$ cat config.mk
export PLATFORM = sky130hd
export DESIGN_NAME = lease_lock_table
export DESIGN_NICKNAME = d
export VERILOG_FILES = /design/src/llt_pkg.sv /design/src/llt_dp.sv /design/src/llt_ctrl.sv /design/src/lease_lock_table.sv
export SDC_FILE = /design/constraint.sdc
export NUM_CORES = 2
export LEC_CHECK = 0
export ABC_AREA = 1
export CAP_MARGIN = 15
export CORE_ASPECT_RATIO = 0.8
export CORE_MARGIN = 10
export CORE_UTILIZATION = 45
export DETAILED_ROUTE_END_ITERATION = 7
export DONT_BUFFER_PORTS = 1
export GPL_TIMING_DRIVEN = 0
export MAX_ROUTING_LAYER = met4
export SETUP_SLACK_MARGIN = 0.15
export SYNTH_ARGS = -nofsm -noshare
export SYNTH_HDL_FRONTEND = slang
export SYNTH_SLANG_ARGS = --single-unit
export TNS_END_PERCENT = 10
$ cat constraint.sdc
create_clock -name clock -period 18.3 [get_ports clock]
set_input_delay 2.745 -clock clock [delete_from_list [all_inputs] [get_ports clock]]
set_output_delay 2.745 -clock clock [all_outputs]
set_load 0.1 [all_outputs]
$ cat src/llt_pkg.sv
`timescale 1ns / 1ps

package llt_pkg;

   localparam int unsigned TIME_BITS  = 48;
   localparam int unsigned LEASE_BITS = 31;
   localparam int unsigned FIELD_BITS = 16;
   localparam int unsigned COUNT_BITS = 5;

   typedef enum logic [2:0] {
      OP_ACQUIRE     = 3'd0,
      OP_RENEW       = 3'd1,
      OP_RELEASE     = 3'd2,
      OP_RELEASE_ALL = 3'd3,
      OP_RECLAIM     = 3'd4
   } op_type;

   typedef enum logic [1:0] {
      ST_OK       = 2'd0,
      ST_CONFLICT = 2'd1,
      ST_NOT_HELD = 2'd2,
      ST_FULL     = 2'd3
   } status_type;

   typedef struct packed {
      logic [2:0]            op;
      logic [FIELD_BITS-1:0] res_key;
      logic [FIELD_BITS-1:0] owner_id;
      logic [LEASE_BITS-1:0] lease_ms;
      logic [TIME_BITS-1:0]  now_ms;
   } req_type;

   typedef struct packed {
      logic                  success;
      logic [1:0]            status;
      logic [COUNT_BITS-1:0] reclaimed_count;
   } rsp_type;

   typedef struct packed {
      logic load_req;
      logic sweep_step;
      logic commit;
   } dp_cmd_type;

   typedef struct packed {
      logic sweep_last;
   } dp_sts_type;

endpackage

$ cat src/llt_dp.sv
`timescale 1ns / 1ps

module llt_dp #(
   parameter int unsigned ENTRIES    = 16,
   parameter int unsigned KEY_BITS   = 16,
   parameter int unsigned OWNER_BITS = 16
) (
   input  logic                clock,
   input  logic                reset,
   input  llt_pkg::req_type    req_data,
   input  llt_pkg::dp_cmd_type cmd,
   output llt_pkg::dp_sts_type sts,
   output llt_pkg::rsp_type    result
);

   localparam int unsigned IW = (ENTRIES > 1) ? $clog2(ENTRIES) : 1;
   localparam int unsigned KW = (KEY_BITS < llt_pkg::FIELD_BITS) ?
                                KEY_BITS : llt_pkg::FIELD_BITS;
   localparam int unsigned OW = (OWNER_BITS < llt_pkg::FIELD_BITS) ?
                                OWNER_BITS : llt_pkg::FIELD_BITS;
   localparam int unsigned TW = llt_pkg::TIME_BITS;
   localparam int unsigned CW = llt_pkg::COUNT_BITS;

   // Entry storage; contents are only looked at while the valid bit is set.
   logic [KW-1:0] key_mem   [ENTRIES];
   logic [OW-1:0] owner_mem [ENTRIES];
   logic [TW-1:0] exp_mem   [ENTRIES];

   logic [ENTRIES-1:0] valid_ff, valid_in;

   logic [2:0]    op_ff;
   logic [KW-1:0] key_ff;
   logic [OW-1:0] owner_ff;
   logic [TW-1:0] now_ff;
   logic [TW-1:0] exp_new_ff;

   logic [IW-1:0] rd_idx_ff;
   logic [IW-1:0] chk_idx_ff;
   logic          chk_en_ff;
   logic [KW-1:0] key_rd_ff;
   logic [OW-1:0] owner_rd_ff;
   logic [TW-1:0] exp_rd_ff;

   logic          match_ff;
   logic          match_owner_ff;
   logic [IW-1:0] match_slot_ff;
   logic          free_ff;
   logic [IW-1:0] free_slot_ff;
   logic [CW-1:0] count_ff;

   logic [TW-1:0] age;
   logic          ent_valid, expired, key_eq, owner_eq;
   logic          is_acq, is_renew, is_rel, is_relall, is_reclaim;
   logic          purge_op, live;
   logic          purge_hit, relall_hit, match_hit, free_hit;
   logic          do_insert, do_refresh, do_release;
   logic          exp_we;
   logic [IW-1:0] exp_waddr;

   always_comb begin
      is_acq     = (op_ff == llt_pkg::OP_ACQUIRE);
      is_renew   = (op_ff == llt_pkg::OP_RENEW);
      is_rel     = (op_ff == llt_pkg::OP_RELEASE);
      is_relall  = (op_ff == llt_pkg::OP_RELEASE_ALL);
      is_reclaim = (op_ff == llt_pkg::OP_RECLAIM);
      purge_op   = is_acq || is_reclaim;

      // An entry is stale once its expiry is at or behind the current time
      // in wrapping order, i.e. the wrapped age has a clear top bit.
      age       = now_ff - exp_rd_ff;
      ent_valid = valid_ff[chk_idx_ff];
      expired   = !age[TW-1];
      key_eq    = (key_rd_ff == key_ff);
      owner_eq  = (owner_rd_ff == owner_ff);
      live      = ent_valid && !(purge_op && expired);

      purge_hit  = chk_en_ff && ent_valid && expired && purge_op;
      relall_hit = chk_en_ff && ent_valid && owner_eq && is_relall;
      match_hit  = chk_en_ff && live && key_eq && !match_ff &&
                   (is_acq || is_renew || is_rel);
      free_hit   = chk_en_ff && !live && !free_ff && is_acq;

      do_insert  = cmd.commit && is_acq && !match_ff && free_ff;
      do_refresh = cmd.commit && match_ff && match_owner_ff && (is_acq || is_renew);
      do_release = cmd.commit && match_ff && match_owner_ff && is_rel;
      exp_we     = do_insert || do_refresh;
      exp_waddr  = do_insert ? free_slot_ff : match_slot_ff;

      valid_in = valid_ff;
      if (purge_hit || relall_hit) begin
         valid_in[chk_idx_ff] = 1'b0;
      end
      if (do_insert) begin
         valid_in[free_slot_ff] = 1'b1;
      end
      if (do_release) begin
         valid_in[match_slot_ff] = 1'b0;
      end

      sts.sweep_last = (rd_idx_ff == IW'(ENTRIES - 1));
   end

   always_comb begin
      result = '0;
      case (op_ff)
         llt_pkg::OP_ACQUIRE: begin
            result.reclaimed_count = count_ff;
            if (match_ff) begin
               if (match_owner_ff) begin
                  result.success = 1'b1;
               end else begin
                  result.status = llt_pkg::ST_CONFLICT;
               end
            end else if (free_ff) begin
               result.success = 1'b1;
            end else begin
               result.status = llt_pkg::ST_FULL;
            end
         end
         llt_pkg::OP_RENEW: begin
            if (match_ff && match_owner_ff) begin
               result.success = 1'b1;
            end else begin
               result.status = llt_pkg::ST_NOT_HELD;
            end
         end
         llt_pkg::OP_RELEASE: begin
            if (match_ff && match_owner_ff) begin
               result.reclaimed_count = CW'(1);
            end else begin
               result.status = llt_pkg::ST_NOT_HELD;
            end
         end
         llt_pkg::OP_RELEASE_ALL, llt_pkg::OP_RECLAIM: begin
            result.reclaimed_count = count_ff;
         end
         default: begin
            result = '0;
         end
      endcase
   end

   always_ff @(posedge clock) begin
      if (reset) begin
         valid_ff       <= '0;
         rd_idx_ff      <= '0;
         chk_en_ff      <= 1'b0;
         match_ff       <= 1'b0;
         match_owner_ff <= 1'b0;
         free_ff        <= 1'b0;
         count_ff       <= '0;
      end else begin
         valid_ff  <= valid_in;
         chk_en_ff <= cmd.sweep_step;
         if (cmd.load_req) begin
            rd_idx_ff      <= '0;
            match_ff       <= 1'b0;
            match_owner_ff <= 1'b0;
            free_ff        <= 1'b0;
            count_ff       <= '0;
         end else begin
            if (cmd.sweep_step && !sts.sweep_last) begin
               rd_idx_ff <= rd_idx_ff + IW'(1);
            end
            if (match_hit) begin
               match_ff       <= 1'b1;
               match_owner_ff <= owner_eq;
            end
            if (free_hit) begin
               free_ff <= 1'b1;
            end
            if ((purge_hit || relall_hit) && (count_ff != {CW{1'b1}})) begin
               count_ff <= count_ff + CW'(1);
            end
         end
      end
   end

   // Request fields, slot numbers and read data carry no reset.
   always_ff @(posedge clock) begin
      if (cmd.load_req) begin
         op_ff      <= req_data.op;
         key_ff     <= req_data.res_key[KW-1:0];
         owner_ff   <= req_data.owner_id[OW-1:0];
         now_ff     <= req_data.now_ms;
         exp_new_ff <= req_data.now_ms + TW'(req_data.lease_ms);
      end
      if (cmd.sweep_step) begin
         chk_idx_ff <= rd_idx_ff;
      end
      if (match_hit) begin
         match_slot_ff <= chk_idx_ff;
      end
      if (free_hit) begin
         free_slot_ff <= chk_idx_ff;
      end
   end

   always_ff @(posedge clock) begin
      if (cmd.sweep_step) begin
         key_rd_ff   <= key_mem[rd_idx_ff];
         owner_rd_ff <= owner_mem[rd_idx_ff];
         exp_rd_ff   <= exp_mem[rd_idx_ff];
      end
      if (do_insert) begin
         key_mem[free_slot_ff]   <= key_ff;
         owner_mem[free_slot_ff] <= owner_ff;
      end
      if (exp_we) begin
         exp_mem[exp_waddr] <= exp_new_ff;
      end
   end

endmodule

$ cat src/llt_ctrl.sv
`timescale 1ns / 1ps

module llt_ctrl (
   input  logic                clock,
   input  logic                reset,
   input  logic                req_valid,
   output logic                req_ready,
   input  logic                out_free,
   output logic                rsp_load,
   input  llt_pkg::dp_sts_type sts,
   output llt_pkg::dp_cmd_type cmd
);

   typedef enum logic [2:0] {
      S_IDLE,
      S_SWEEP,
      S_DRAIN,
      S_FINISH,
      S_HOLD
   } state_type;

   state_type state_ff;

   always_comb begin
      req_ready      = (state_ff == S_IDLE);
      cmd.load_req   = req_valid && req_ready;
      cmd.sweep_step = (state_ff == S_SWEEP);
      cmd.commit     = (state_ff == S_FINISH);
      rsp_load       = ((state_ff == S_FINISH) || (state_ff == S_HOLD)) && out_free;
   end

   always_ff @(posedge clock) begin
      if (reset) begin
         state_ff <= S_IDLE;
      end else begin
         case (state_ff)
            S_IDLE: begin
               if (req_valid) begin
                  state_ff <= S_SWEEP;
               end
            end
            S_SWEEP: begin
               if (sts.sweep_last) begin
                  state_ff <= S_DRAIN;
               end
            end
            // The last entry read is checked here.
            S_DRAIN: begin
               state_ff <= S_FINISH;
            end
            // Table updates happen once; the result may still wait in S_HOLD.
            S_FINISH: begin
               state_ff <= out_free ? S_IDLE : S_HOLD;
            end
            S_HOLD: begin
               if (out_free) begin
                  state_ff <= S_IDLE;
               end
            end
            default: begin
               state_ff <= S_IDLE;
            end
         endcase
      end
   end

   a_accept_starts_sweep: assert property (@(posedge clock) disable iff (reset)
      (req_valid && req_ready) |=> (state_ff == S_SWEEP))
      else $error("accepted transaction did not start a sweep");

   a_commit_single: assert property (@(posedge clock) disable iff (reset)
      cmd.commit |=> !cmd.commit)
      else $error("table update issued twice for one transaction");

   a_sweep_runs_out: assert property (@(posedge clock) disable iff (reset)
      ((state_ff == S_SWEEP) && !sts.sweep_last) |=> (state_ff == S_SWEEP))
      else $error("sweep left before the last entry");

   a_load_only_at_end: assert property (@(posedge clock) disable iff (reset)
      rsp_load |-> !req_ready)
      else $error("result loaded while controller idle");

endmodule

$ cat src/lease_lock_table.sv
`timescale 1ns / 1ps

// Leased lock table with ENTRIES slots. Requests are taken only in S_IDLE,
// after the previous request has left S_FINISH or S_HOLD. The controller walks
// the entry memory one slot per cycle through its single registered read port,
// purging, matching and counting as it goes, then checks the last slot in
// S_DRAIN and writes the table and produces the result in S_FINISH. The
// result sits in an output register, so a new request is taken while the
// previous result waits on rsp_ready. The table is empty right after reset;
// no clearing pass is needed. Keys and owners are compared on their low
// KEY_BITS and OWNER_BITS bits, capped at FIELD_BITS.
module lease_lock_table #(
   parameter int unsigned ENTRIES    = 16,
   parameter int unsigned KEY_BITS   = 16,
   parameter int unsigned OWNER_BITS = 16
) (
   input  logic             clock,
   input  logic             reset,
   input  logic             req_valid,
   output logic             req_ready,
   input  llt_pkg::req_type req_data,
   output logic             rsp_valid,
   input  logic             rsp_ready,
   output llt_pkg::rsp_type rsp_data
);

   llt_pkg::dp_cmd_type cmd;
   llt_pkg::dp_sts_type sts;
   llt_pkg::rsp_type    result;
   logic                rsp_load;
   logic                out_free;

   logic             rsp_valid_ff, rsp_valid_in;
   llt_pkg::rsp_type rsp_data_ff;

   assign out_free  = !rsp_valid_ff || rsp_ready;
   assign rsp_valid = rsp_valid_ff;
   assign rsp_data  = rsp_data_ff;

   always_comb begin
      rsp_valid_in = rsp_valid_ff;
      if (rsp_load) begin
         rsp_valid_in = 1'b1;
      end else if (rsp_ready) begin
         rsp_valid_in = 1'b0;
      end
   end

   always_ff @(posedge clock) begin
      if (reset) begin
         rsp_valid_ff <= 1'b0;
      end else begin
         rsp_valid_ff <= rsp_valid_in;
      end
   end

   always_ff @(posedge clock) begin
      if (rsp_load) begin
         rsp_data_ff <= result;
      end
   end

   llt_ctrl u_ctrl (
      .clock     (clock),
      .reset     (reset),
      .req_valid (req_valid),
      .req_ready (req_ready),
      .out_free  (out_free),
      .rsp_load  (rsp_load),
      .sts       (sts),
      .cmd       (cmd)
   );

   llt_dp #(
      .ENTRIES    (ENTRIES),
      .KEY_BITS   (KEY_BITS),
      .OWNER_BITS (OWNER_BITS)
   ) u_dp (
      .clock    (clock),
      .reset    (reset),
      .req_data (req_data),
      .cmd      (cmd),
      .sts      (sts),
      .result   (result)
   );

endmodule
Word level (Yosys, flattened, before mapping)
Memory sizes are Yosys's and may differ from the RTL's. A register that Yosys moved wholly into a read port is not among the register bits.
Index checks and enable logic that the tools add are counted.
Word-level totals
  output and inout port bits: 10
  input bits: 118
  flip-flop bits (word level): 184
  RAM bits: 1280
  memories: 3
  word-level logic and storage cells: 137
Operators by class
  multiplexer cells: 34
  magnitude comparators: 6
  eq/ne operators: 15
  bitwise logic cells: 5
  reduce and logical (&&, ||, !) cells: 50
  add/subtract/negate cells: 4
Memory list
  u_dp.exp_mem: depth 16, bits a word 48, rd ports 1, clocked after memory_dff 1, wr ports 1, line llt_dp.sv:27  | logic [TW-1:0] exp_mem [ENTRIES];
  u_dp.key_mem: depth 16, bits a word 16, rd ports 1, clocked after memory_dff 1, wr ports 1, line llt_dp.sv:25  | logic [KW-1:0] key_mem [ENTRIES];
  u_dp.owner_mem: depth 16, bits a word 16, rd ports 1, clocked after memory_dff 1, wr ports 1, line llt_dp.sv:26  | logic [OW-1:0] owner_mem [ENTRIES];
Operators with widths (number)
  48-bit by 31-bit adder with 48-bit output: 1
  16-bit 2-to-1 mux: 3
  48-bit subtractor: 1
  16-bit AND: 2
  16-bit equality test: 2
  16-bit inverter: 2
  1-bit logical AND: 29
  16-bit OR: 1
  4-bit by 5-bit < comparator with 1-bit output (second input constant): 3
  1-bit 2-to-1 mux: 15
  3-bit 2-to-1 mux: 5
  3-bit case mux with 5 select lines: 1
  1-bit demux with 4-bit select: 3
  3-bit by 2-bit equality test with 1-bit output (second input constant): 4
  4-bit by 1-bit >= comparator with 1-bit output (second input constant): 3
  5-bit case mux with 2 select lines: 1
  1-bit logical NOT: 7
  1-bit logical OR: 7
  3-bit by 1-bit equality test with 1-bit output (second input constant): 2
  3-bit equality test (second input constant): 2
  3-bit logical NOT: 2
  5-bit by 1-bit adder with 5-bit output (second input constant): 1
  5-bit inequality test (second input constant): 1
  4-bit by 1-bit adder with 4-bit output (second input constant): 1
  12 further kinds: 15

Logic depth before layout (Yosys ltp)
  depth after elaboration: 11
  gate-level depth with buffers: 20
  depth with buffers taken out: 20

Cells and area by module
Synthesis repeated with hierarchy kept, for this count alone.
Unflattened totals
  cells, all modules: 4997
  area total of the unflattened synthesis: 62566.3 µm²
By module, submodules not included
  llt_dp: area each 62047.0 µm², instances 1, cells each 4953, seq. area each 45713.8 µm²
  lease_lock_table: area each 282.8 µm², instances 1, cells each 13, seq. area each 260.2 µm²
  llt_ctrl: area each 236.5 µm², instances 1, cells each 31, seq. area each 60.1 µm²

Least setup slack after synthesis
OpenSTA, ideal clock, no wires.
  path type: in2reg
  start point: in req_valid
  end point: reg u_dp.exp_new_ff[0] (enable)
  library setup time: 0.623 ns
  stages: 2
  arrival: 8.222 ns
  path slack: 9.455 ns
  path buffers: 0
  required time: 17.677 ns
  path through: inv_1 > nor2_1
RTL lines
  start: declaration: line lease_lock_table.sv:19  | input logic req_valid,
  end signal: assignment: line llt_dp.sv:186  | exp_new_ff <= req_data.now_ms + TW'(req_data.lease_ms);
  end: declaration: line llt_dp.sv:35  | logic [TW-1:0] exp_new_ff;

Worst setup path after layout
  start point: in req_data[0] in the netlist's numbering
  end point: reg u_dp.exp_new_ff[42], data pin
Between the ends
  word-level cells in the longest chain between the ends: 1
RTL lines
  start: declaration: line lease_lock_table.sv:21  | input llt_pkg::req_type req_data,
  48-bit by 31-bit adder with 48-bit output: line llt_dp.sv:186
No other way between the ends.
A chain may end at the register's enable or synchronous reset.

==> summary.txt <==
STA
  – Final Hold Fails: 0
  – Clock Skews: 0.03075 ns
  – Hold WS: about 0.45 ns
  – Fin worst setup slack: 12.43 ns
  – Fmax: 170.3 MHz
  – RSZ-0062 raised after global routing: false
  – Final setup fails: 0
  – Min cycle time layout: 5.872 ns
  – Final period utilization: 32.09%
  – Worst-margin pin slew: roughly 1.3 ns
  – Max Slew Vio Count: 0
  – Max-slew headroom: 14.78%
  – Setup TNS: 0 ns

Global routing
  – Vias in the first global route: 38186
  – GRT Residual Overflow: 0
  – Largest net degree at the start of global routing: 31
  – First-pass GRT wire length: 263500 um
  – GRT Total Usage: approximately a quarter
  – Initial antenna violation count: 7

Setup path
  – WP data arrival: 6.44 ns
  – R2R setup slack: around 14 ns
  – Worst stage delay on the critical path: approximately 0.46 ns
  – Crit-path slowest cell: ha_1
  – CP cell instances: ha_1 -> inv_1 -> fa_1 -> inv_1 -> nand3_1 -> nand2_1 -> a21oi_1 -> o21ai_1 -> a21oi_2 -> o21ai_1 -> nand2_1 -> nand2_1 -> nand2_1 -> xor2_1
  – R2R depth: 6
  – Nature of the critical path endpoint: flop
  – Reg2reg start: u_dp.rd_idx_ff[1]
  – WS Path Type: in2reg
  – Reg-to-reg endpoint: u_dp.exp_rd_ff[43]
  – Critical path fanouts, max: 4
  – CP required: 18.87 ns
  – Crit path top cell by count: nand2_1
  – Setup crit start kind: input pin

Pwr
  – P per Cell Area: 107.7 nW/um^2
  – Reg power frac: 53.1%
  – Design Power: 7.701 mW
  – Internal power: between 5 and 6 mW
  – Leak: about 24 nW
  – VDD IR-drop max: 0.00008256 V
  – Switching power total: between 1.5 and 2 mW
  – Sw Ratio: 24.15%
  – Comb pwr share: 7.5%
  – Clock power frac: 39.4%

Synth
  – Synth warn: 0
  – Post-synthesis sequential area ratio: 73.24%
  – EDFF count, synth: 1511
  – #FFs+latches synth: about 1500
  – Syn nets: between 4000 and 5000
  – Post-Synthesis Cell Area: between 60000 and 70000 sq um
  – Synthesized area per cell: 13.28 sq um
  – Synth async-reset ratio: 0%
  – Yosys cell types: 52
  – Main synth FF type: edfxtp_1
  – Post-Synthesis Cells: 4734

Placed design
  – GPL Wtd Cong: 0.9255
  – Placed inst area: 66760 sq um
  – Pre-CTS setup slack: about 12 ns
  – DPL Wire Length: between 100000 and 150000 um
  – Port bufs: 0
  – Placed cells: 6671

Clocking
  – TritonCTS clock tree: done
  – Hold_buf cts: 0
  – Worst skew pair latency: approximately 0.80 ns
  – CTS clk-pin slew, worst paths: 0.06 ns
  – Clock root cell: clkbuf_16
  – CTS resizes: 0
  – Setup bufs post-CTS: 0
  – H-tree levels: 4
  – Clk sinks: between 1500 and 2000
  – CTS buffer count: 153
  – Clock Path Buffers: 3

Final layout
  – Fillers: ~12000
  – Most frequent cells in the layout: 1511 x edfxtp_1, 828 x nor2_1, 387 x nand2_1
  – Post-route cell area: just over 70000 sq um
  – Final Core Density: approximately half
  – Commonest non-fill, non-tap cell in the layout: edfxtp_1
  – Storage element area: 46030 sq um
  – Multi-input gate area: 15000 sq um
  – Non-filler cells, final: 6951
  – Share of cells above drive strength 1: 8.079%
  – Area growth, synth to finish: 13.76%
  – Final nets: 5166

Route
  – Post-DR wirelength/cell: about 26 um
  – WL final: 181900 um
  – Vias: 40348
  – Via-to-Cell Ratio: 5.805
  – Antenna Nets Post-Route: 0
  – Starting DRT DRC Count: between 5000 and 6000
  – DR pass1 iterations: 5
  – # DRC: 0

Die
  – Die ar.: between 150000 and 200000 sq um
  – IO Pins: 128
  – Row Count: 122
  – Core Area: 138600 sq um
  – Die span in y: 354.3 um
  – Die W: 437.8 um
  – Initial Utilization: 45.35%

Hold path
  – Hold Path Stages: 0
  – Min-delay src: u_dp.rd_idx_ff[2]
  – Hold Crit Class: reg2reg
  – Endpoint, Worst Hold: u_dp.chk_idx_ff[2]

Job
  – Max Cap Viol: 0

Run status
  – Status: finished clean
-- worst max-delay path: cells and delay by family --
family / cells / cell delay [ns]
AOI/OAI and AO/OA: 4 / 1.29
and+or+nand+nor: 5 / 0.98
adders and majority gates: 2 / 0.88
xor gates and xnor gates: 1 / 0.33
buffers and inverters: 2 / 0.19
-- state kept, by name, indices dropped and copies added (netlist names), 48 cells and up --
signal           cells
u_dp.key_mem       256
u_dp.exp_rd_ff      48
u_dp.owner_mem     256
u_dp.exp_mem       768
u_dp.exp_new_ff     48
u_dp.now_ff         48
-- kinds of logic after synthesis --
kind of cell | after synthesis | synth area share, %
AOI/OAI and AO/OA | 865 | 9.102
xor gates and xnor gates | 70 | 0.9755
adders and majority gates | 81 | 1.624
buffers and inverters | 530 | 3.265
DFF | 1544 | 73.24
muxes | 130 | 2.070
and+or+nand+nor | 1514 | 9.719
-- cell usage after synthesis (4+ instances only) --
master | count | share of area (%)
a21boi_0 | 4 | 0.048
a21o_1 | 4 | 0.048
a21oi_1 | 98 | 0.78
a31oi_1 | 6 | 0.060
buf_1 | 10 | 0.060
buf_2 | 37 | 0.29
clkbuf_1 | 199 | 1.2
dfxtp_1 | 33 | 1.1
edfxtp_1 | 1511 | 72
ha_1 | 80 | 1.6
inv_1 | 233 | 1.4
inv_2 | 45 | 0.27
mux2i_1 | 130 | 2.1
nand2_1 | 387 | 2.3
nand3_1 | 219 | 1.7
nand4_1 | 13 | 0.13
nor2_1 | 858 | 5.1
nor3_1 | 16 | 0.13
nor4_1 | 10 | 0.10
o211ai_1 | 30 | 0.36
o21a_1 | 5 | 0.060
o21ai_0 | 344 | 2.7
o21ai_1 | 29 | 0.23
o21bai_1 | 4 | 0.048
o221ai_1 | 130 | 1.8
o22ai_1 | 6 | 0.060
o32ai_1 | 190 | 2.6
xnor2_1 | 18 | 0.25
xor2_1 | 52 | 0.72
-- per-layer routing --
metal | share of wire, % | up-vias | global-route usage, %
met3 | 11 | 290 | 5.309
li1 | - | 17962 | -
met5 | 0 | - | -
met2 | 44 | 2056 | 33.45
met1 | 43 | 20040 | 33.74
met4 | 2.4 | 0 | 6.720
-- area by class of cell --
class	instances	area share, %
clock buffer	197	5.806
tap	1860	3.255
antenna	4	0.01400
inverter	281	1.477
timing repair buffer	78	1.892
clock inverter	78	0.7875
multi-input combinational	2660	20.99
buffer	249	1.396
sequential	1544	64.39
-- worst max-delay path by stage --
stage,depth (start not counted),from,endpoint,slack (ns)
after CTS,14,req_data[0],u_dp.exp_new_ff[42],12.61
after detailed placement,14,req_data[0],u_dp.exp_new_ff[42],11.76
final,14,req_data[0],u_dp.exp_new_ff[42],12.43
after floorplan,2,req_valid,u_dp.exp_new_ff[0],9.46
after global routing,14,req_data[0],u_dp.exp_new_ff[42],12.39
after global placement,2,req_valid,u_dp.now_ff[6],4.49
-- power groups by stage --
stage / clock [mW] / combinational [mW] / sequential (mW)
finish: 3.03 / 0.577 / 4.09
CTS: 3.07 / 0.572 / 4.09
floorplan: 0 / 0.340 / 4.12
global placement: 0 / 0.548 / 4.18
detailed placement: 0 / 0.569 / 4.16
global route: 3.22 / 0.622 / 4.10
No activity file was read; power rests on OpenSTA's default activity.
